[src/sob_pkg.sv]
// Shared types and constants for the Sobel edge magnitude block.
package sob_pkg;

   localparam int MAX_WIDTH   = 2048;
   localparam int COL_W       = $clog2(MAX_WIDTH);
   localparam int ROW_W       = 12;
   localparam int DIM_W       = 12;
   localparam int CNT_W       = (COL_W > ROW_W ? COL_W : ROW_W) + 1;
   localparam int LIN_W       = ROW_W + DIM_W + 1;
   localparam int PIX_W       = 8;
   localparam int SUM_W       = PIX_W + 2;
   localparam int GRAD_W      = PIX_W + 3;
   localparam int ABS_W       = PIX_W + 2;
   localparam int SQ_W        = 2 * ABS_W + 1;
   localparam int RT_W        = 16;
   localparam int QUEUE_DEPTH = 4;
   localparam int QCNT_W      = $clog2(QUEUE_DEPTH + 1);
   localparam int QPTR_W      = $clog2(QUEUE_DEPTH);
   localparam int CSR_IDX_W   = 2;
   localparam int GRAY_SHIFT  = 11;

   localparam logic [CSR_IDX_W-1:0] CSR_IMAGE_WIDTH  = 2'd0;
   localparam logic [CSR_IDX_W-1:0] CSR_IMAGE_HEIGHT = 2'd1;

   localparam logic [DIM_W-1:0] RESET_WIDTH  = 12'd640;
   localparam logic [DIM_W-1:0] RESET_HEIGHT = 12'd480;

   // floor(x / 3) == (x * 683) >> 11 for every x up to 3 * 255
   localparam logic [SUM_W-1:0] GRAY_RECIP = 10'd683;

   localparam logic [PIX_W-1:0] MAG_MAX    = 8'd255;
   localparam logic [RT_W-1:0]  ROOT_START = 16'h4000;

   typedef struct packed {
      logic [PIX_W-1:0] red;
      logic [PIX_W-1:0] green;
      logic [PIX_W-1:0] blue;
      logic             drain;
   } req_type;

   typedef struct packed {
      logic [PIX_W-1:0] edge_value;
      logic             frame_end;
   } rsp_type;

   typedef struct packed {
      logic                     border;
      logic                     frame_end;
      logic signed [GRAD_W-1:0] gx;
      logic signed [GRAD_W-1:0] gy;
   } q_entry_type;

endpackage

[src/sob_back.sv]
// Back end: squares, iterative integer square root, clamp and result register.
module sob_back (
   input  logic                  clock,
   input  logic                  reset,
   input  logic                  q_valid,
   input  sob_pkg::q_entry_type  q_entry,
   output logic                  q_pop,
   output logic                  rsp_valid,
   input  logic                  rsp_stall,
   output sob_pkg::rsp_type      rsp_payload
);
   import sob_pkg::*;

   typedef enum logic [1:0] {
      ST_IDLE,
      ST_SQUARE,
      ST_ROOT,
      ST_OUT
   } state_type;

   state_type        state_ff, state_in;
   logic [ABS_W-1:0] ax_ff, ax_in, ay_ff, ay_in;
   logic             border_ff, border_in, end_ff, end_in;
   logic [RT_W-1:0]  rem_ff, rem_in, root_ff, root_in, bit_ff, bit_in;
   logic             rsp_valid_ff, rsp_valid_in;
   rsp_type          rsp_data_ff, rsp_data_in;

   logic [GRAD_W-1:0] gx_abs, gy_abs;
   logic [SQ_W-1:0]   sq_sum;
   logic [RT_W-1:0]   trial;
   logic              out_free;

   assign gx_abs   = q_entry.gx[GRAD_W-1] ? GRAD_W'(-q_entry.gx) : GRAD_W'(q_entry.gx);
   assign gy_abs   = q_entry.gy[GRAD_W-1] ? GRAD_W'(-q_entry.gy) : GRAD_W'(q_entry.gy);
   assign sq_sum   = (SQ_W'(ax_ff) * SQ_W'(ax_ff)) + (SQ_W'(ay_ff) * SQ_W'(ay_ff));
   assign trial    = root_ff + bit_ff;
   assign out_free = !rsp_valid_ff || !rsp_stall;

   assign rsp_valid   = rsp_valid_ff;
   assign rsp_payload = rsp_data_ff;

   always_comb begin
      state_in     = state_ff;
      ax_in        = ax_ff;
      ay_in        = ay_ff;
      border_in    = border_ff;
      end_in       = end_ff;
      rem_in       = rem_ff;
      root_in      = root_ff;
      bit_in       = bit_ff;
      rsp_valid_in = rsp_valid_ff && rsp_stall;
      rsp_data_in  = rsp_data_ff;
      q_pop        = 1'b0;

      case (state_ff)
         ST_IDLE: begin
            if (q_valid) begin
               q_pop     = 1'b1;
               ax_in     = gx_abs[ABS_W-1:0];
               ay_in     = gy_abs[ABS_W-1:0];
               border_in = q_entry.border;
               end_in    = q_entry.frame_end;
               state_in  = ST_SQUARE;
            end
         end
         ST_SQUARE: begin
            if (border_ff) begin
               root_in  = '0;
               state_in = ST_OUT;
            end else if (sq_sum[SQ_W-1:RT_W] != '0) begin
               root_in  = RT_W'(MAG_MAX);
               state_in = ST_OUT;
            end else begin
               rem_in   = sq_sum[RT_W-1:0];
               root_in  = '0;
               bit_in   = ROOT_START;
               state_in = ST_ROOT;
            end
         end
         ST_ROOT: begin
            if (rem_ff >= trial) begin
               rem_in  = rem_ff - trial;
               root_in = (root_ff >> 1) + bit_ff;
            end else begin
               root_in = root_ff >> 1;
            end
            bit_in = bit_ff >> 2;
            if (bit_ff == RT_W'(1)) begin
               state_in = ST_OUT;
            end
         end
         ST_OUT: begin
            if (out_free) begin
               rsp_valid_in           = 1'b1;
               rsp_data_in.edge_value = root_ff[PIX_W-1:0];
               rsp_data_in.frame_end  = end_ff;
               state_in               = ST_IDLE;
            end
         end
         default: begin
            state_in = ST_IDLE;
         end
      endcase
   end

   always_ff @(posedge clock) begin
      if (reset) begin
         state_ff     <= ST_IDLE;
         rsp_valid_ff <= 1'b0;
      end else begin
         state_ff     <= state_in;
         rsp_valid_ff <= rsp_valid_in;
      end
      ax_ff       <= ax_in;
      ay_ff       <= ay_in;
      border_ff   <= border_in;
      end_ff      <= end_in;
      rem_ff      <= rem_in;
      root_ff     <= root_in;
      bit_ff      <= bit_in;
      rsp_data_ff <= rsp_data_in;
   end

endmodule

[config.mk]
export PLATFORM = sky130hd
export DESIGN_NAME = sob_back
export DESIGN_NICKNAME = d
export VERILOG_FILES = /design/src/sob_pkg.sv /design/src/sob_back.sv
export SDC_FILE = /design/constraint.sdc
export NUM_CORES = 1
export LEC_CHECK = 0
export ABC_AREA = 1
export BUFFER_PORTS_ARGS = -buffer_cell sky130_fd_sc_hd__clkbuf_2
export CAP_MARGIN = 40
export CORE_ASPECT_RATIO = 0.75
export CORE_MARGIN = 1
export CORE_UTILIZATION = 25
export CTS_BUF_LIST = sky130_fd_sc_hd__clkbuf_8
export CTS_CLUSTER_DIAMETER = 100
export CTS_CLUSTER_SIZE = 8
export DETAILED_ROUTE_END_ITERATION = 8
export PLACE_DENSITY = 0.38
export SETUP_SLACK_MARGIN = 0.4
export SLEW_MARGIN = 20
export SYNTH_ARGS = -nofsm -noshare
export SYNTH_HDL_FRONTEND = slang
export SYNTH_SLANG_ARGS = --single-unit
[constraint.sdc]
create_clock -name clock -period 8.6 [get_ports clock]
set_input_delay 1.29 -clock clock [delete_from_list [all_inputs] [get_ports clock]]
set_output_delay 1.29 -clock clock [all_outputs]
set_load 0.1 [all_outputs]
# Yosys cells after proc, flatten, opt, wreduce, memory -nomap -nowiden

Cells that the tools add are included.

Output and inout bits: 11
Register bits after elaboration: 82

Multiplexer cells: 23
Add/sub/neg operators: 6
Reduce and logical (&&, ||, !) cells: 12
Equality and inequality tests: 10
Order comparisons: 1
Multiply operators: 2

Operators by type and width:

| operator            | count |
|---|---|
| $mux 16             | 6 |
| $pmux 16 s2         | 3 |
| $mul 10x10->20      | 2 |
| $add 20x20->21      | 1 |
| $mux 10             | 2 |
| $neg 10->10         | 2 |
| $add 15x16->16      | 1 |
| $add 16x16->16      | 1 |
| $eq 16x1->1 const B | 1 |
| $ge 16x16->1        | 1 |
| $mux 8              | 2 |
| $sub 16x16->16      | 1 |
| $ne 2x2->1 const B  | 6 |
| $pmux 2 s4          | 1 |
| $mux 1              | 6 |
| $mux 2              | 3 |
| $reduce_and 3->1    | 2 |
| $reduce_bool 5->1   | 1 |
| $eq 2x2->1 const B  | 2 |
| $reduce_and 2->1    | 2 |
| $reduce_and 4->1    | 1 |
| $eq 2x1->1 const B  | 1 |
| $logic_not 1->1     | 2 |
| $logic_not 2->1     | 1 |
| other kinds (3)     | 3 |

# Logic depth before layout (Yosys ltp)

Gate-level depths: netlist of the first run.

Depth in word-level cells: 6
Mapped depth: 31
Depth with buffers taken out: 30

# Least setup slack after synthesis of the first run

OpenSTA, ideal clock, no wires.

Path kind: reg-to-reg
From: register ax_ff[2]
To: register rem_ff[0] (enable)
Data arrival time: 6.151 ns
Cell stages (with the launch flop): 30
Buffers on the path: 1
Period minus slack after synthesis: 6.527 ns
Library setup time: 0.376 ns
Path slack: 2.073 ns
Path through: edfxtp_1 clkbuf_1 nand2_1 inv_1 fa_1 inv_1 fa_1 inv_1 fa_1 fa_1 fa_1 fa_1 inv_1 fa_1 inv_1 ha_1 nand2_1 nor2_4 inv_2 nor2_1 nand2_1 nand2_1 nand2_1 nand2_1 nand3_1 nor2_2 nand2_2 o21ai_1 o21ai_1 nor2_2

Longest elaborated chain between the ends: 5

Ends and longest elaborated chain:

| item                              | line            | source |
|---|---|---|
| start: declaration                | sob_back.sv:22  | `logic [ABS_W-1:0] ax_ff, ax_in, ay_ff, ay_in;` |
| start signal: assignment          | sob_back.sv:114 | `ax_ff <= ax_in;` |
| $mul 10x10->20                    | sob_back.sv:35  | `assign sq_sum = (SQ_W'(ax_ff) * SQ_W'(ax_ff)) + (SQ_W'(ay_ff) * SQ_W'(ay_ff));` |
| $add 20x20->21                    | sob_back.sv:35  |  |
| $reduce_bool 5->1                 | sob_back.sv:70  | `end else if (sq_sum[SQ_W-1:RT_W] != '0) begin` |
| $ne 2x2->1 (no source line)       | n/a             |  |
| $reduce_and 4->1 (no source line) | n/a             |  |
| end signal: assignment            | sob_back.sv:118 | `rem_ff <= rem_in;` |
| end: declaration                  | sob_back.sv:24  | `logic [RT_W-1:0] rem_ff, rem_in, root_ff, root_in, bit_ff, bit_in;` |

Every way passes these cells.
A chain may end at the register's enable or synchronous reset.

# Final worst setup path of the first run

From: register ax_ff[6]
To: register rem_ff[8] (enable)

Same word-level chain as after synthesis.

==> results.cfg, run 1 <==
[synthesis]
ys.flop_type = edfxtp_1
synth_cell_types = 46
synth_common_cells = inv_1, nand2_1, fa_1
ys_ff_latch = 74
syn_nets = 1606
synth_top_cell_by_area = fa_1
ys_warn_count = 0
synthCells = 1319
synth.avg_cell_area_sq_um = 8.25
ys_top_cells_by_area = fa_1, edfxtp_1, ha_1
async_reset_ff_share_pct = 0
synth-edff-count = 71
synth_top_area_share_pct = 23.9
synth_most_common_cell = inv_1
ys_seq_area_share_pct = 20.2
syn_area_sq_um = 10900

[critical_path]
path_max_fanout = 11
slowest_delay_ns = 0.63
cp.arrival_ns = 7.12
critPathTopFamily = adder cells
cp-end-kind = flip-flop
crit_slowest_cell = edfxtp_1
critPathBufInv = 7
crit_top_cell = fa_1
crit_type = flip-flop to flip-flop
cp-start-kind = flip-flop
cp.required_ns = 8.71

[finish]
layout.nets = 1632
num_antenna_cells = 0
fin_area_sq_um = 11900
final-seq-area_sq_um = 2190
drive_gt1_share_pct = 6.81
multi_input_area_sq_um = 7340
fin_util_pct = 28.1
fillers = 4668
area_growth_pct = 9.62

[sta]
worst_pin_slew_ns = 0.763
hold_viol = 0
setup_viol = 0
fin_crit_sh_pct = 81.5
setup_tns_ns = 0
relSlewSlack_pct = 49.2
drv_slew = 0
fmax_mhz = 143
rsz0062_at_grt = false
layout_min_cycle_time_ns = 7.01
finClkSkew_ns = 0.0127

[global_route]
grt_pass1_wl_mm = 46.7
grt_pass1_vias = 8213
antenna_found_initial = 0
overflow = 0
grt_usage_pct = 13.7
grt_max_degree = 34

[cts]
cts_made_buffers = 9
clkSinkCount = 74
clk_path_buf_depth = 2
clockRootBuffer = clkbuf_8
cts_tree = yes
htreeDepth = 3
insertion_delay_ns = 0.40
ctsHoldBuffers = 0
clk_pin_slew_ns = 0.11
ctsResizeCount = 0
cts_setup_buffers = 0

[floorplan]
core_sq_um = 42500
num_io_pins = 39
rows = 65
dieWidth_um = 243
start_util_pct = 25.6
die-area_sq_um = 44300
chipHeight_um = 183

[place]
finalWeightedCongestion = 0.814
hpwl_mm = 24.5
placed_area_sq_um = 11700
io_buffers = 38

[run]
maxCapViolCount = 0

[route]
dr.first_iter.drc_count = 453
postRouteAntennaNets = 0
viasPerCell = 4.30
drcViolationCount = 0
avgRoutedWirePerCell_um = 15.0
totalWireLength_mm = 28.8
first_pass_iters = 5
vias = 8257

[worst_hold_path]
hp-class = flip-flop to flip-flop

[status]
status = complete, no violations
==> kinds of logic after synthesis <==
logic type | count (synthesis) | share of synthesized area, %
flip-flops | 74 | 20.2
AND/OR/NAND/NOR | 420 | 16.1
multiplexers | 1 | 0.0920
buffers and inverters | 359 | 12.4
XOR/XNOR | 54 | 4.35
adder cells (fa/ha/maj) | 259 | 38.8
AO/OA/AOI/OAI | 152 | 8.12
==> flip-flops by register name, summed over array words and instances (netlist names) <==
register and flops:
rem_ff 16, root_ff 16, ax_ff 10, ay_ff 10, rsp_payload 9, bit_ff 8
state_ff 2, border_ff 1, end_ff 1, rsp_valid 1
==> through the flow <==
| step | instances | hold slack, ns | worst slack, ns |
|---|---|---|---|
| finish | 1919 | 0.439 | 1.59 |
| global route | 1919 | 0.448 | 1.14 |
| global placement | 1901 | 0.429 | 1.39 |
| floorplan | 1319 | 0.400 | 2.07 |
| CTS | 1919 | 0.445 | 1.54 |
| detailed placement | 1903 | 0.418 | 1.58 |
==> layer usage <==
| layer | global-route usage (%) | wire [um] |
|---|---|---|
| met5 | 0 | 0 |
| met2 | 18.0 | 10900 |
| met3 | 2.01 | 1150 |
| met4 | 2.26 | 174 |
| met1 | 22.9 | 16600 |
==> worst paths after layout <==
path                  from        endpoint  slack, ns  cells after the start
setup reg to reg  ax_ff[6]       rem_ff[8]       1.59                     29
hold / removal      end_ff  rsp_payload[0]       0.44                      0
setup / recovery  ax_ff[6]       rem_ff[8]       1.59                     29
hold reg to reg     end_ff  rsp_payload[0]       0.44                      0
==> placed cells by master, fill, tap and decap left out, types with 6 or more instances in the layout <==
cell / count
nand3_1: 33
fa_1: 130
clkbuf_8: 9
nor3_1: 15
nand2_1: 278
inv_1: 323
a21oi_1: 61
nand4_1: 11
clkbuf_2: 38
o22ai_1: 7
edfxtp_1: 71
o21ai_0: 36
xnor2_1: 23
a31oi_1: 6
ha_1: 129
o21ai_1: 12
nor2_1: 57
inv_2: 8
nand2_2: 8
xor2_1: 31
==> final cells by class <==
class / count / area share, %
Tap cell: 569 / 5.97
Timing Repair Buffer: 42 / 1.91
Inverter: 332 / 10.5
Sequential cell: 74 / 18.4
Clock inverter: 7 / 0.703
Multi-Input combinational cell: 886 / 61.5
Clock buffer: 9 / 1.04
Power of run 1 is not shown: default switching activity piles up to over one toggle a cycle in this logic, so the estimate is an artifact.
==> run 2, diff against run 1 <==
ABC_AREA = 0   (was 1)
clock period = 6.5 ns   (was 8.6 ns; I/O delays follow)
==> run 2 against run 1 <==
  * The flow now finishes with violations (setup timing)
  * Critical path depth is 7 lower
  * Flip-flop and latch count stayed put
  * Synthesized cell count shrank 19%
  * Largest cell class unchanged
==> results.cfg, run 2 <==
[status]
status = complete, but fails checks
violations = setup timing

[synthesis]
synth_cell_types = 53
syn_nets = 1361
ys_seq_area_share_pct = 21.1
synth_mux_area_share_pct = 1.19
synth_most_common_cell = inv_1
synth_top_family_by_area = adder cells
async_reset_ff_share_pct = 0
synth_common_cells = inv_1, fa_1, ha_1
ys_warn_count = 0
synth_top_cell_by_area = fa_1
ys_ff_latch = 74
synth_xor_area_share_pct = 6.31
synthAdderAreaFrac_pct = 40.5
synth.avg_cell_area_sq_um = 9.69
synth-simple-area-share_pct = 12.6
syn_area_sq_um = 10400
synth-edff-count = 71
ys.flop_type = edfxtp_1
synth_top_area_share_pct = 25.0
ys_top_cells_by_area = fa_1, edfxtp_1, ha_1
synthCells = 1074
synth_compound_area_share_pct = 10.6

[route]
postRouteAntennaNets = 0
totalWireLength_mm = 25.7
avgRoutedWirePerCell_um = 14.2
viasPerCell = 4.24
vias = 7681
dr.first_iter.drc_count = 373
first_pass_iters = 5
drcViolationCount = 0

[finish]
final_cell_mix = inv_1, buf_4, fa_1
num_antenna_cells = 0
fin_util_pct = 31.1
reg.largest.list = rem_ff: 16 flops, root_ff: 16 flops
layout.nets = 1531
area_growth_pct = 22.2
fin_area_sq_um = 12700
drive_gt1_share_pct = 20.4
final_common_cell = inv_1

[cts]
htreeDepth = 3
clkSinkCount = 74
clk_path_buf_depth = 2
clk_pin_slew_ns = 0.09
cts_made_buffers = 9
clockRootBuffer = clkbuf_8
cts_tree = yes
ctsHoldBuffers = 0
insertion_delay_ns = 0.40

[floorplan]
dieWidth_um = 238
rows = 64
num_io_pins = 39
start_util_pct = 25.4
core_sq_um = 40900
die-area_sq_um = 42500
chipHeight_um = 179

[critical_path]
cp.required_ns = 6.61
cp.arrival_ns = 6.98
crit_top_cell = fa_1
critPathTopFamily = adder cells
critPathBufInv = 5
cp-start-kind = flip-flop
crit_chain = inv_2 -> nor2_2 -> fa_1 -> inv_1 -> fa_1 -> inv_2 -> fa_1 -> fa_1 -> fa_1 -> fa_1 -> inv_1 -> fa_1 -> inv_2 -> ha_4 -> o21a_1 -> o21ai_2 -> or4_4 -> nand3_2 -> o21ai_1 -> or4_4 -> nor3_4 -> mux2_4
cp-end-kind = flip-flop
crit_slowest_cell = fa_1
crit_type = flip-flop to flip-flop
path_max_fanout = 8
slowest_delay_ns = 0.58

[global_route]
overflow = 0
antenna_found_initial = 0
grt_pass1_wl_mm = 43.2
grt_max_degree = 39
grt_usage_pct = 13.2
grt_pass1_vias = 8018

[sta]
drv_slew = 0
fmax_mhz = 146
fin_crit_sh_pct = 106
finClkSkew_ns = 0.00761
relSlewSlack_pct = 50.8
worst_slack_ns = -0.371
setup_viol = 33
worst_pin_slew_ns = 0.737
layout_min_cycle_time_ns = 6.87
hold_viol = 0
rsz0062_at_grt = true

[place]
finalWeightedCongestion = 0.810
hpwl_mm = 21.7
io_buffers = 38
placed_area_sq_um = 12300
post-place-ws_ns = -0.434

[worst_hold_path]
hp-class = flip-flop to flip-flop

[run]
maxCapViolCount = 0
==> run 2: routing by layer <==
layer	up-vias	GRT usage, %	wire length, um
li1	3869	-	-
met1	3747	20.0	14400
met2	56	19.6	10600
met3	9	1.91	489
met4	0	2.93	210
met5	-	0	0
==> run 2: cell type report <==
type	instances	area (sq um)
clock inverters	7	46.3
fillers	4351	28200
clock buffers	9	124
flip-flops and latches	74	2190
multi-input cells	788	7620
inverters	188	706
well taps	561	702
repair buffers	183	1320
==> run 2: cells by family after synthesis <==
kind of cell             Yosys count
multiplexers                      12
AND/OR/NAND/NOR                  270
buffers and inverters            213
flip-flops                        74
AO/OA/AOI/OAI                    171
XOR/XNOR                          75
adder cells (fa/ha/maj)          259
==> run 2: final timing paths <==
kind / startpoint / to / slack [ns] / depth (start not counted)
worst min-delay path: end_ff / rsp_payload[0] / 0.42 / 0
worst max-delay path: ax_ff[5] / bit_ff[2] / -0.37 / 22
worst max register to register: ax_ff[5] / bit_ff[2] / -0.37 / 22
worst min register to register: end_ff / rsp_payload[0] / 0.42 / 0
==> run 2: worst register-to-register path, cell delays in order (launching register included) <==
cell	delay, ns
edfxtp_1	0.52
inv_2	0.11
nor2_2	0.05
fa_1	0.58
inv_1	0.06
fa_1	0.49
inv_2	0.04
fa_1	0.46
fa_1	0.54
fa_1	0.44
fa_1	0.51
inv_1	0.05
fa_1	0.49
inv_2	0.05
ha_4	0.26
o21a_1	0.16
o21ai_2	0.09
or4_4	0.45
nand3_2	0.07
o21ai_1	0.05
or4_4	0.54
nor3_4	0.29
mux2_4	0.31
==> run 2: stage by stage <==
step | cells | TNS (ns) | hold WS [ns]
floorplan | 1074 | -4.95 | 0.400
global placement | 1782 | -12.98 | 0.403
detailed placement | 1783 | -13.12 | 0.405
CTS | 1809 | -10.82 | 0.427
global route | 1810 | -19.16 | 0.447
finish | 1810 | -10.58 | 0.425
==> run 2: timing repair <==
item / in CTS / in global routing
gates resized for setup: 33 / 12
setup endpoints to repair: 36 / 37
hold endpoints to repair: 0 / 0
gates cloned: 1 / 0
pin swaps: 24 / 2
buffers inserted: 9 / 1
Power of run 2 is left out for the same reason.
