## src/sob_pkg.sv

```systemverilog
// Shared types and constants for the Sobel edge magnitude block.
package sob_pkg;

   localparam int MAX_WIDTH   = 2048;
   localparam int COL_W       = $clog2(MAX_WIDTH);
   localparam int ROW_W       = 12;
   localparam int DIM_W       = 12;
   localparam int CNT_W       = (COL_W > ROW_W ? COL_W : ROW_W) + 1;
   localparam int LIN_W       = ROW_W + DIM_W + 1;
   localparam int PIX_W       = 8;
   localparam int SUM_W       = PIX_W + 2;
   localparam int GRAD_W      = PIX_W + 3;
   localparam int ABS_W       = PIX_W + 2;
   localparam int SQ_W        = 2 * ABS_W + 1;
   localparam int RT_W        = 16;
   localparam int QUEUE_DEPTH = 4;
   localparam int QCNT_W      = $clog2(QUEUE_DEPTH + 1);
   localparam int QPTR_W      = $clog2(QUEUE_DEPTH);
   localparam int CSR_IDX_W   = 2;
   localparam int GRAY_SHIFT  = 11;

   localparam logic [CSR_IDX_W-1:0] CSR_IMAGE_WIDTH  = 2'd0;
   localparam logic [CSR_IDX_W-1:0] CSR_IMAGE_HEIGHT = 2'd1;

   localparam logic [DIM_W-1:0] RESET_WIDTH  = 12'd640;
   localparam logic [DIM_W-1:0] RESET_HEIGHT = 12'd480;

   // floor(x / 3) == (x * 683) >> 11 for every x up to 3 * 255
   localparam logic [SUM_W-1:0] GRAY_RECIP = 10'd683;

   localparam logic [PIX_W-1:0] MAG_MAX    = 8'd255;
   localparam logic [RT_W-1:0]  ROOT_START = 16'h4000;

   typedef struct packed {
      logic [PIX_W-1:0] red;
      logic [PIX_W-1:0] green;
      logic [PIX_W-1:0] blue;
      logic             drain;
   } req_type;

   typedef struct packed {
      logic [PIX_W-1:0] edge_value;
      logic             frame_end;
   } rsp_type;

   typedef struct packed {
      logic                     border;
      logic                     frame_end;
      logic signed [GRAD_W-1:0] gx;
      logic signed [GRAD_W-1:0] gy;
   } q_entry_type;

endpackage

```

## src/sob_queue.sv

```systemverilog
// Short queue of classified results between front and back ends.
module sob_queue (
   input  logic                        clock,
   input  logic                        reset,
   input  logic                        push,
   input  sob_pkg::q_entry_type        entry_in,
   input  logic                        pop,
   output logic                        valid,
   output sob_pkg::q_entry_type        entry_out,
   output logic [sob_pkg::QCNT_W-1:0]  count
);
   import sob_pkg::*;

   q_entry_type       slots_ff [QUEUE_DEPTH];
   logic [QPTR_W-1:0] wr_ptr_ff, wr_ptr_in, rd_ptr_ff, rd_ptr_in;
   logic [QCNT_W-1:0] count_ff, count_in;

   assign valid     = count_ff != '0;
   assign entry_out = slots_ff[rd_ptr_ff];
   assign count     = count_ff;

   always_comb begin
      wr_ptr_in = wr_ptr_ff;
      rd_ptr_in = rd_ptr_ff;
      if (push) begin
         wr_ptr_in = (wr_ptr_ff == QPTR_W'(QUEUE_DEPTH - 1)) ? '0 : wr_ptr_ff + 1'b1;
      end
      if (pop) begin
         rd_ptr_in = (rd_ptr_ff == QPTR_W'(QUEUE_DEPTH - 1)) ? '0 : rd_ptr_ff + 1'b1;
      end
      count_in = count_ff + QCNT_W'(push) - QCNT_W'(pop);
   end

   always_ff @(posedge clock) begin
      if (reset) begin
         wr_ptr_ff <= '0;
         rd_ptr_ff <= '0;
         count_ff  <= '0;
      end else begin
         wr_ptr_ff <= wr_ptr_in;
         rd_ptr_ff <= rd_ptr_in;
         count_ff  <= count_in;
      end
   end

   always_ff @(posedge clock) begin
      if (push) begin
         slots_ff[wr_ptr_ff] <= entry_in;
      end
   end

endmodule

```

## config.mk

```make
export PLATFORM = sky130hd
export DESIGN_NAME = sob_queue
export DESIGN_NICKNAME = d
export VERILOG_FILES = /design/src/sob_pkg.sv /design/src/sob_queue.sv
export SDC_FILE = /design/constraint.sdc
export NUM_CORES = 1
export LEC_CHECK = 0
export BUFFER_PORTS_ARGS = -buffer_cell sky130_fd_sc_hd__buf_2
export CAP_MARGIN = 15
export CORE_MARGIN = 4
export CORE_UTILIZATION = 50
export CTS_CLUSTER_SIZE = 40
export DETAILED_ROUTE_END_ITERATION = 6
export GPL_ROUTABILITY_DRIVEN = 0
export PLACE_DENSITY = 0.71
export RECOVER_POWER = 25
export SYNTH_ARGS = -nofsm -noshare
export SYNTH_HDL_FRONTEND = slang
export SYNTH_SLANG_ARGS = --single-unit
```

## constraint.sdc

```tcl
create_clock -name clock -period 2.12 [get_ports clock]
set_input_delay 0.106 -clock clock [delete_from_list [all_inputs] [get_ports clock]]
set_output_delay 0.106 -clock clock [all_outputs]
set_load 0.005 [all_outputs]
```

* Yosys cells after proc, flatten, opt, wreduce, memory -nomap -nowiden *
Memory sizes are Yosys's and may differ from the RTL's. A register that Yosys moved wholly into a read port is not among the register bits.
Cells that the tools add are included.

cells by class
  $add $sub $neg = 4
  equality and inequality tests = 2
  mux-type cells = 6
  reductions and logical operators = 1

operator list
  cell                                         count
  2-to-1 mux 2 bit                             4
  adder 2 x 1 -> 2 bit, second input constant  2
  equality test 2 bit, second input constant   2
  adder 3 x 1 -> 3 bit                         1
  nonzero test 3 bit                           1
  subtractor 3 x 1 -> 3 bit                    1
  2-to-1 mux 1 bit                             2

word-level totals
  flip-flop bits (word level) = 7
  RAM bits = 96
  bits of input ports = 28
  output and inout port bits = 28
  memories kept = 1

memories
  name      depth  width  read ports  clocked after memory_dff  wr ports  line             text
  slots_ff  4      24     1           1                         1         sob_queue.sv:14  q_entry_type slots_ff [QUEUE_DEPTH];

* Logic depth before layout (Yosys ltp) *
Gate-level depths: netlist of run 1.

  depth after elaboration = 4
  depth in mapped cells = 8

* Worst setup path after synthesis of run 1 *
No wires, ideal clock.

  path type = register -> register
  start = register count_ff[0] (netlist: count[0])
  end = register count_ff[2] (netlist: count[2])
  arrival time = 1426 ps
  data required time = 2010 ps
  path slack = 584 ps
  cell stages (with the launch flop) = 9
  path buffers = 0
  period minus slack after synthesis = 1536 ps
  cell sequence = dfxtp_1 inv_1 ha_1 inv_1 ha_1 inv_1 fa_1 xnor3_1 nor2_1

between the ends
  word-level cells in the longest chain between the ends = 2

RTL lines
  item                       line             text
  from (decl)                sob_queue.sv:16  logic [QCNT_W-1:0] count_ff, count_in;
  from (signal assigned)     sob_queue.sv:42  count_ff <= count_in;
  adder 3 x 1 -> 3 bit       sob_queue.sv:31  count_in = count_ff + QCNT_W'(push) - QCNT_W'(pop);
  subtractor 3 x 1 -> 3 bit  sob_queue.sv:31

No other way between the ends.
A chain may end at the register's enable or synchronous reset.

==> results by stage, run 1 <==
Setup path:
- The critical path endpoint category is an output pin.
- The nature of the critical path startpoint is a flop.
- The type of the worst setup path is reg -> out.
- In this design, the stage delay of the slowest critical-path cell is 0.61 ns.
- The largest fanout of any net on the critical path is 24.
- In this run the critical register-to-register path is launched from wr_ptr_ff[0]$_SDFFE_PP0P_.
- The depth of the most critical reg-to-reg path is 4.
- Traced cell by cell, the critical path runs through buf_12 > mux4_1 > buf_2.
- The internal reg-to-reg setup slack is 0.39 ns.
- The highest-delay cell along the critical path is sky130_fd_sc_hd__mux4_1.
- Following the worst setup path forward leads to its endpoint at entry_out[23].
- The required time at the endpoint of the critical path is 2.01 ns.
- The capturing point of the worst reg2reg path is slots_ff[2][16]$_DFFE_PP_.
- The arrival time at the worst endpoint is 1.68 ns.

Clocking:
- The insertion delay of the later-clocked pin in the worst-skew pair is 0.35 ns.
- The H-tree was split into 3 levels.
- Post-CTS timing repair inserted 0 buffers for setup.
- The root cell of the clock tree is sky130_fd_sc_hd__clkbuf_8.
- The TritonCTS clock tree is yes.
- Post-CTS repair changed the size of 0 cells.
- The post-CTS clock slew at the launch and capture registers of the worst setup and hold paths is 0.08 ns.
- TritonCTS created 9 clock buffers.
- The deepest clock path buffer count is 2.
- The clock sink count is ~110.

STA:
- The hold violation total from the final report is 0.
- The final critical-path required period is 1.79 ns.
- The number of max-slew violations in the final report was 0.
- Timing would allow up to 0.559 GHz.
- After routing, the total negative slack on setup checks comes to 0 ns.
- For the pin with the worst max-slew slack, the measured transition is about 0.56 ns.
- Setup repair after global routing left no endpoint under its margin.
- Setup slack closes at about 0.33 ns.
- The clock skew is 0.00646 ns.
- In this run the tightest slew margin relative to its limit is 62.7%.
- The final cycle utilization of the critical path is 84.4%.
- The number of endpoints failing setup at the final stage is 0.

Routing:
- In the routed design, unresolved DRC markers number 0.
- The number of search-and-repair iterations in the first detailed-routing pass is 4.
- After detailed routing, the average wire length per cell comes to 18.1 um.
- The detailed-route vias per instance is 5.16.
- The post-detailed-routing wire length is 6640 um.
- In this run the remaining antenna-violating nets after routing total 0.
- The via count of the routed design is 1898.
- The detailed router finished its first iteration with 112 violations.

Floorplan:
- After floorplanning, the core was divided into 32 placement rows.
- The die is 96.8 um tall.
- The top-level I/O count is 56.
- The initial core utilization is 51.3%.
- The placeable core area is 7690 um2.
- The horizontal die dimension is around 97 um.
- The floorplan step defined a die boundary enclosing 9380 um2.

Power and ir drop:
- Of the total power, registers draw about three fifths.
- Internal power comes to around 0.0033 W.
- The final total power is 0.00413 W.
- Across the VDD grid, the largest voltage drop is 0.542 mV.
- The switching share of power is 20.5%.
- The leakage power figure is 1.68 nW.
- The part of the total power dissipated in the clock network is 30.8%.
- In this run the power density over the cells is 861 nW/um2.
- Per report_power, the combinational group accounts for between 10% and 20% of the total.
- The power spent charging and discharging nets is 0.000847 W.

Finish:
- The share of cells above drive strength 1 is 31.6%.
- The footprint of the flip-flops and latches is 3060 um2.
- The net count of the finished layout is 297.
- The number of antenna diodes in the final layout is 0.
- The post-layout instance area is 4800 um2.
- After filler insertion, the fill cell instance count of the layout stands at 582.
- In the final layout, the multi-input gates occupy 798 um2.
- The area growth from synthesis to layout is 21.7%.

Global route:
- Entering global routing, the biggest net connects 25 pins.
- The first global-routing pass estimated 11200 um of wire.
- The number of antenna violations at the first check in global routing is 0.
- Global routing consumed, over all layers together, ~16% of the routing resources.
- The number of global-route vias before repair is 2145.
- The total grt overflow is 0.

Synthesis:
- For this run, the number of Yosys warnings is 0.
- The cell count after synthesis is 167.
- After synthesis the netlist holds a flip-flop and latch count of 105.
- The share of the Yosys chip area taken by registers is about 78%.
- Summed over its instances, the top area cell type makes up ~73% of the synthesized netlist area.
- The synthesized net count is 203.
- The average size of a mapped cell is about 24 um2.
- The cell area that synthesis handed to floorplanning was 3950 um2.
- The most instantiated library cell after synthesis is sky130_fd_sc_hd__edfxtp_1.
- sky130_fd_sc_hd__edfxtp_1 takes more of the synthesized area than any other cell.
- Counting distinct cell types in the post-synthesis netlist gives 20.
- Counting instances in the post-synthesis netlist gives the leading cell types as sky130_fd_sc_hd__edfxtp_1 (96), sky130_fd_sc_hd__mux4_2 (20), sky130_fd_sc_hd__dfxtp_1 (9).
- By area the synthesized netlist is led by sky130_fd_sc_hd__edfxtp_1 (73%), sky130_fd_sc_hd__mux4_2 (11%), sky130_fd_sc_hd__dfxtp_1 (4.6%), sky130_fd_sc_hd__mux4_1 (2.7%), sky130_fd_sc_hd__ha_1 (2.2%).
- The share of flip-flops with an asynchronous set or reset after synthesis is 0%.
- The count of flip-flops with a built-in enable after synthesis is between 90 and 100.
- For this run, the leading register cell type out of synthesis is sky130_fd_sc_hd__edfxtp_1.

Hold path:
- The type of the most critical hold path is in -> reg.

Run:
- Max-cap violations in this run came to 0.

Status:
- The run finished with clean final reports.

Placement:
- The number of buffer cells added on primary ports is 55.
- The area after detailed placement is 4360 um2.
- Before CTS, the worst setup slack after placement is between 0.3 and 0.4 ns.
- Detailed placement ended at an HPWL of 4230 um.
==> worst min path at each step <==
stage	slack [ns]	depth (start not counted)	endpoint	startpoint
2_1_floorplan	0.17	1	count[1]$_SDFF_PP0_	reset
3_3_place_gp	0.32	1	slots_ff[1][19]$_DFFE_PP_	entry_in[19]
3_5_place_dp	0.32	1	slots_ff[2][16]$_DFFE_PP_	entry_in[16]
4_1_cts	0.08	3	flop	pop
5_1_grt	0.12	3	rd_ptr_ff[0]$_SDFFE_PP0P_	pop
6_report	0.1	3	flop	pop
==> what timing repair did <==
| item | in CTS | in global routing |
|---|---|---|
| hold buffers | 25 | 0 |
| setup endpoints to repair | 0 | 0 |
| hold endpoints to repair | 100 | 0 |
==> power by group through the flow <==
stage	logic, W	registers (W)	clock network [W]
floorplan	0.000258	0.00244	0
global placement	0.000431	0.00244	0
detailed placement	0.000440	0.00245	0
CTS	0.000477	0.00240	0.00131
global route	0.000514	0.00241	0.00140
finish	0.000460	0.00240	0.00127
==> layer usage <==
metal / global-route usage, % / part of all wire, % / vias to the layer above
met5: 0 / 0 / -
met4: 7.13 / 1.7 / 0
met3: 3.89 / 3.7 / 9
met2: 25.6 / 52 / 42
met1: 20.1 / 43 / 979
li1: - / - / 868
==> critical path, delay by kind of cell, from the launching register on <==
family / cells / cell delay, ns
buffers and inverters: 2 / 0.37
flip-flops: 1 / 0.35
multiplexers: 1 / 0.61
==> flip-flops by register name (all words and copies together), names as in the netlist, named ones only <==
signal	flops
slots_ff	96
count	3
rd_ptr_ff	2
wr_ptr_ff	2
==> logic make-up (layout without fill, tap and decap cells) <==
group                      count (synthesis)  in the layout  share of synthesized area (%)
AOI/OAI and AO/OA                          2              2                          0.254
and+or+nand+nor                           14             14                           2.09
muxes                                     26             26                           14.6
buffers and inverters                     11            110                           2.12
adders and majority gates                  8              8                           2.73
DFF                                      105            105                           77.6
xor gates and xnor gates                   1              1                          0.571
==> through the flow <==
stage,cells,hold slack [ns],util (%)
5_1_grt,368,0.120,62.4
4_1_cts,368,0.0849,62.7
6_report,368,0.0986,62.4
2_1_floorplan,167,0.173,-
3_3_place_gp,327,0.325,56.8
3_5_place_dp,327,0.325,56.8
==> cell type report <==
cell class / instances / area share, %
repair buffers: 89 / 12.2
clock buffers: 12 / 2.82
flip-flops and latches: 105 / 63.8
clock inverters: 4 / 1.43
inverters: 5 / 0.391
multi-input cells: 51 / 16.6
well taps: 102 / 2.66
==> layout by cell type, fill, tap and decap left out, types with 2 or more instances in the layout <==
master	netlist	layout
sky130_fd_sc_hd__a21oi_1	2	2
sky130_fd_sc_hd__and2_1	4	4
sky130_fd_sc_hd__buf_2	2	40
sky130_fd_sc_hd__buf_4	0	8
sky130_fd_sc_hd__bufinv_16	0	2
sky130_fd_sc_hd__clkbuf_1	1	18
sky130_fd_sc_hd__clkbuf_8	0	9
sky130_fd_sc_hd__dfxtp_1	9	8
sky130_fd_sc_hd__dlygate4sd3_1	0	25
sky130_fd_sc_hd__edfxtp_1	96	96
sky130_fd_sc_hd__ha_1	7	7
sky130_fd_sc_hd__inv_1	5	5
sky130_fd_sc_hd__mux2i_1	2	2
sky130_fd_sc_hd__mux4_1	4	4
sky130_fd_sc_hd__mux4_2	20	20
sky130_fd_sc_hd__nand2b_1	2	2
sky130_fd_sc_hd__nor2_1	4	4
sky130_fd_sc_hd__or3b_2	2	2
Power figures use the tool's default switching activity.
==> inputs of run 2 (changes only) <==
clock period = 1.77 ns   (was 2.12 ns; I/O delays follow)
==> results by stage, run 2 (synthesized netlist as in run 1, its figures left out) <==
Run:
- The tool flagged a number of max-cap violations equal to 0.

Power and ir drop:
- VDD sags by at most 0.468 mV.
- After layout, the design draws a total of 0.00485 W.
- The internal power is around 0.0037 W.
- The relative contribution of combinational cells to total power is 11.8%.
- For this design the static power due to leakage is ~1.7 nW.
- The clock network accounts for 28.8% of the total power.
- The areal power density over the cells is 1000 nW/um2.
- The relative contribution of sequential cells to total power is about three fifths.
- Net switching is roughly a quarter of the power.
- The power spent charging and discharging nets is ~0.0011 W.

Routing:
- For this run, design rule violations remaining after detail routing come to 0.
- The post-detailed-routing wire length is roughly 6600 um.
- The detailed router finished its first iteration with 65 violations.
- The via count of the routed design is 1899.
- The detailed-route vias per instance is approximately 5.
- The wire length per cell after detailed routing is 17.8 um.
- Before antenna repair, the detailed router went through 4 iterations.
- The number of nets with antenna violations after routing is 0.

Setup path:
- The largest fanout of any net on the critical path is 12.
- The critical path is of the reg -> out type.
- Counting both buffers and inverters, the worst setup path holds a total of 2.
- The arrival time at the worst endpoint is 1.63 ns.
- STA puts the critical path data required time at 1.68 ns.
- In this design, the stage delay of the slowest critical-path cell is 0.52 ns.
- The signal on the critical path passes through buf_16 > mux4_2 > buf_2.
- The family of cells with the greatest summed delay on the critical path is multiplexers.
- The nature of the critical path startpoint is a flop.
- The critical path endpoint category is an output pin.
- Among all stages on the critical path, the largest delay is contributed by sky130_fd_sc_hd__mux4_2.

Finish:
- The total area of multi-input combinational cells is 783 um2.
- The flip-flop count of the largest register after layout is 96.
- The leading cell type in the layout, fill and taps excluded is sky130_fd_sc_hd__edfxtp_1.
- Of the cells placed in the final design, the portion with a size suffix greater than 1 is about a third.
- The area growth from synthesis to layout is 22.9%.
- The finished layout holds around 370 standard cells, fillers aside.
- The register bank with the most flops is slots_ff.
- The utilization after layout is a little over three fifths.
- After filler insertion, the fill cell instance count of the layout stands at 585.
- In the final layout, flip-flops and latches occupy 3070 um2.
- 0 antenna diodes ended up in the layout.
- In the layout the commonest cells are sky130_fd_sc_hd__edfxtp_1 (96), sky130_fd_sc_hd__buf_2 (40), sky130_fd_sc_hd__dlygate4sd3_1 (25).
- After routing the design area is 4850 um2.
- The count of nets after finishing is 298.

Status:
- The flow ran to the end, and the final reports show no timing, DRC or antenna violations.

Clocking:
- The H-tree generated during clock tree synthesis spans 3 levels.
- The clock buffer count from CTS is 9.
- The root cell of the clock tree is sky130_fd_sc_hd__clkbuf_8.
- Clock latency on the worst-skew pair, taken at its later pin, is 0.36 ns.
- Counting along the longest clock path gives a buffer depth of 2.
- The setup fix buffers added after clock tree synthesis is 0.
- The TritonCTS clock tree is yes.
- The clock sink count is 105.
- The post-CTS clock slew at the launch and capture registers of the worst setup and hold paths is 0.10 ns.

Placement:
- The placed wire-length estimate is 4010 um.
- In this run the cell area measured after placement is 4380 um2.
- Input and output buffers added on the ports amount to 55.
- The number of placed cells counting well taps is 326.

STA:
- On the final layout, the worst hold slack is 0.0603 ns.
- Setup repair after global routing could not meet its margin everywhere.
- Static timing analysis puts the maximum clock frequency at 0.583 GHz.
- The number of max-slew violations in the final report came to 0.
- The worst path in the final design needs a cycle of 1.71 ns, including I/O delays and setup.
- The final critical path takes up 96.9% of the cycle.
- The hold violation total from the final report came to 0.
- Across the routed clock network, the largest skew measured is 0.00822 ns.
- The slew at the pin with the worst max-slew slack is 0.428 ns.
- The number of endpoints failing setup at the final stage is 0.
- The worst pin sits at a relative slew slack of 71.5%.

Floorplan:
- In this run the vertical extent of the chip is just under 100 um.
- The placeable core area is 7690 um2.
- The area of the die is 9380 um2.
- The initial utilization of the core area, before any placement, comes to 51.3%.
- For this design the top-level I/O count stands at 56.
- The horizontal die dimension is 96.8 um.
- The floorplan has 32 rows.

Hold path:
- The type of the most critical hold path is in -> reg.

Global route:
- Global routing used 15.0% of the available tracks.
- The total grt overflow is 0.
- Entering global routing, the biggest net connects 25 pins.
- The number of antenna violations at the first check in global routing came to 0.
- The number of global-route vias before repair is between 1.5k and 2k.
- The first-pass GRT wire length is 10600 um.
## run 2: changes by cell type in the layout (fill, tap and decap cells not counted), moves of 2 or more
cell and change:
sky130_fd_sc_hd__inv_8 +4, sky130_fd_sc_hd__mux4_1 -4, sky130_fd_sc_hd__mux4_2 +4, sky130_fd_sc_hd__buf_4 -3, sky130_fd_sc_hd__clkbuf_1 -3, sky130_fd_sc_hd__buf_12 +2, sky130_fd_sc_hd__bufinv_16 -2, sky130_fd_sc_hd__clkinv_4 +2
## run 2: worst paths after layout
path                                                start  slack (ns)                   to  cells past startpoint
worst max register to register        count[0]$_SDFF_PP0_        0.18  count[2]$_SDFF_PP0_                      8
worst max-delay path                                 flop        0.06         entry_out[9]                      3
worst min-delay path                                  pop        0.06                 flop                      3
worst min register to register  rd_ptr_ff[0]$_SDFFE_PP0P_        0.50                 flop                      2
## run 2: power by group through the flow
stage               registers [W]  clock network, W  logic, W
floorplan                 0.00292                 0  0.000309
global placement          0.00293                 0  0.000515
detailed placement        0.00294                 0  0.000523
CTS                       0.00288           0.00144  0.000581
global route              0.00290           0.00155  0.000635
finish                    0.00288           0.00140  0.000571
## run 2: metrics by stage
stage,setup WS [ns],TNS [ns]
final,0.0556,0
after global routing,-0.0224,-0.0450
after CTS,-0.0703,-0.692
after detailed placement,0.182,0
after global placement,0.229,0
after floorplan,0.234,0
## run 2: worst min-delay path, stage by stage
cell and delay [ns]:
sky130_fd_sc_hd__buf_2 0.12, sky130_fd_sc_hd__nand2b_1 0.11, sky130_fd_sc_hd__a21oi_1 0.06
## run 2: layer usage
metal  vias up  wire length, um  GRT usage, %
met1       970             2810          19.8
met2        42             3370          23.7
li1        873                -             -
met3        14              248          3.32
met5         -                0             0
met4         0              149          7.56
## run 2: timing repair
action                                 CTS  global route
setup endpoints to repair                4            21
resized for setup                        1             6
pin swaps                                0             0
gates cloned                             1             1
endpoints found under the hold margin  105             0
hold buffers                            25             0
## run 2: cell type report
cell class | count | area share, %
Clock inverter | 7 | 1.45
Timing Repair Buffer | 90 | 13.5
Inverter | 5 | 0.387
Sequential cell | 105 | 63.3
Clock buffer | 9 | 2.55
Tap cell | 102 | 2.63
Multi-Input combinational cell | 51 | 16.2
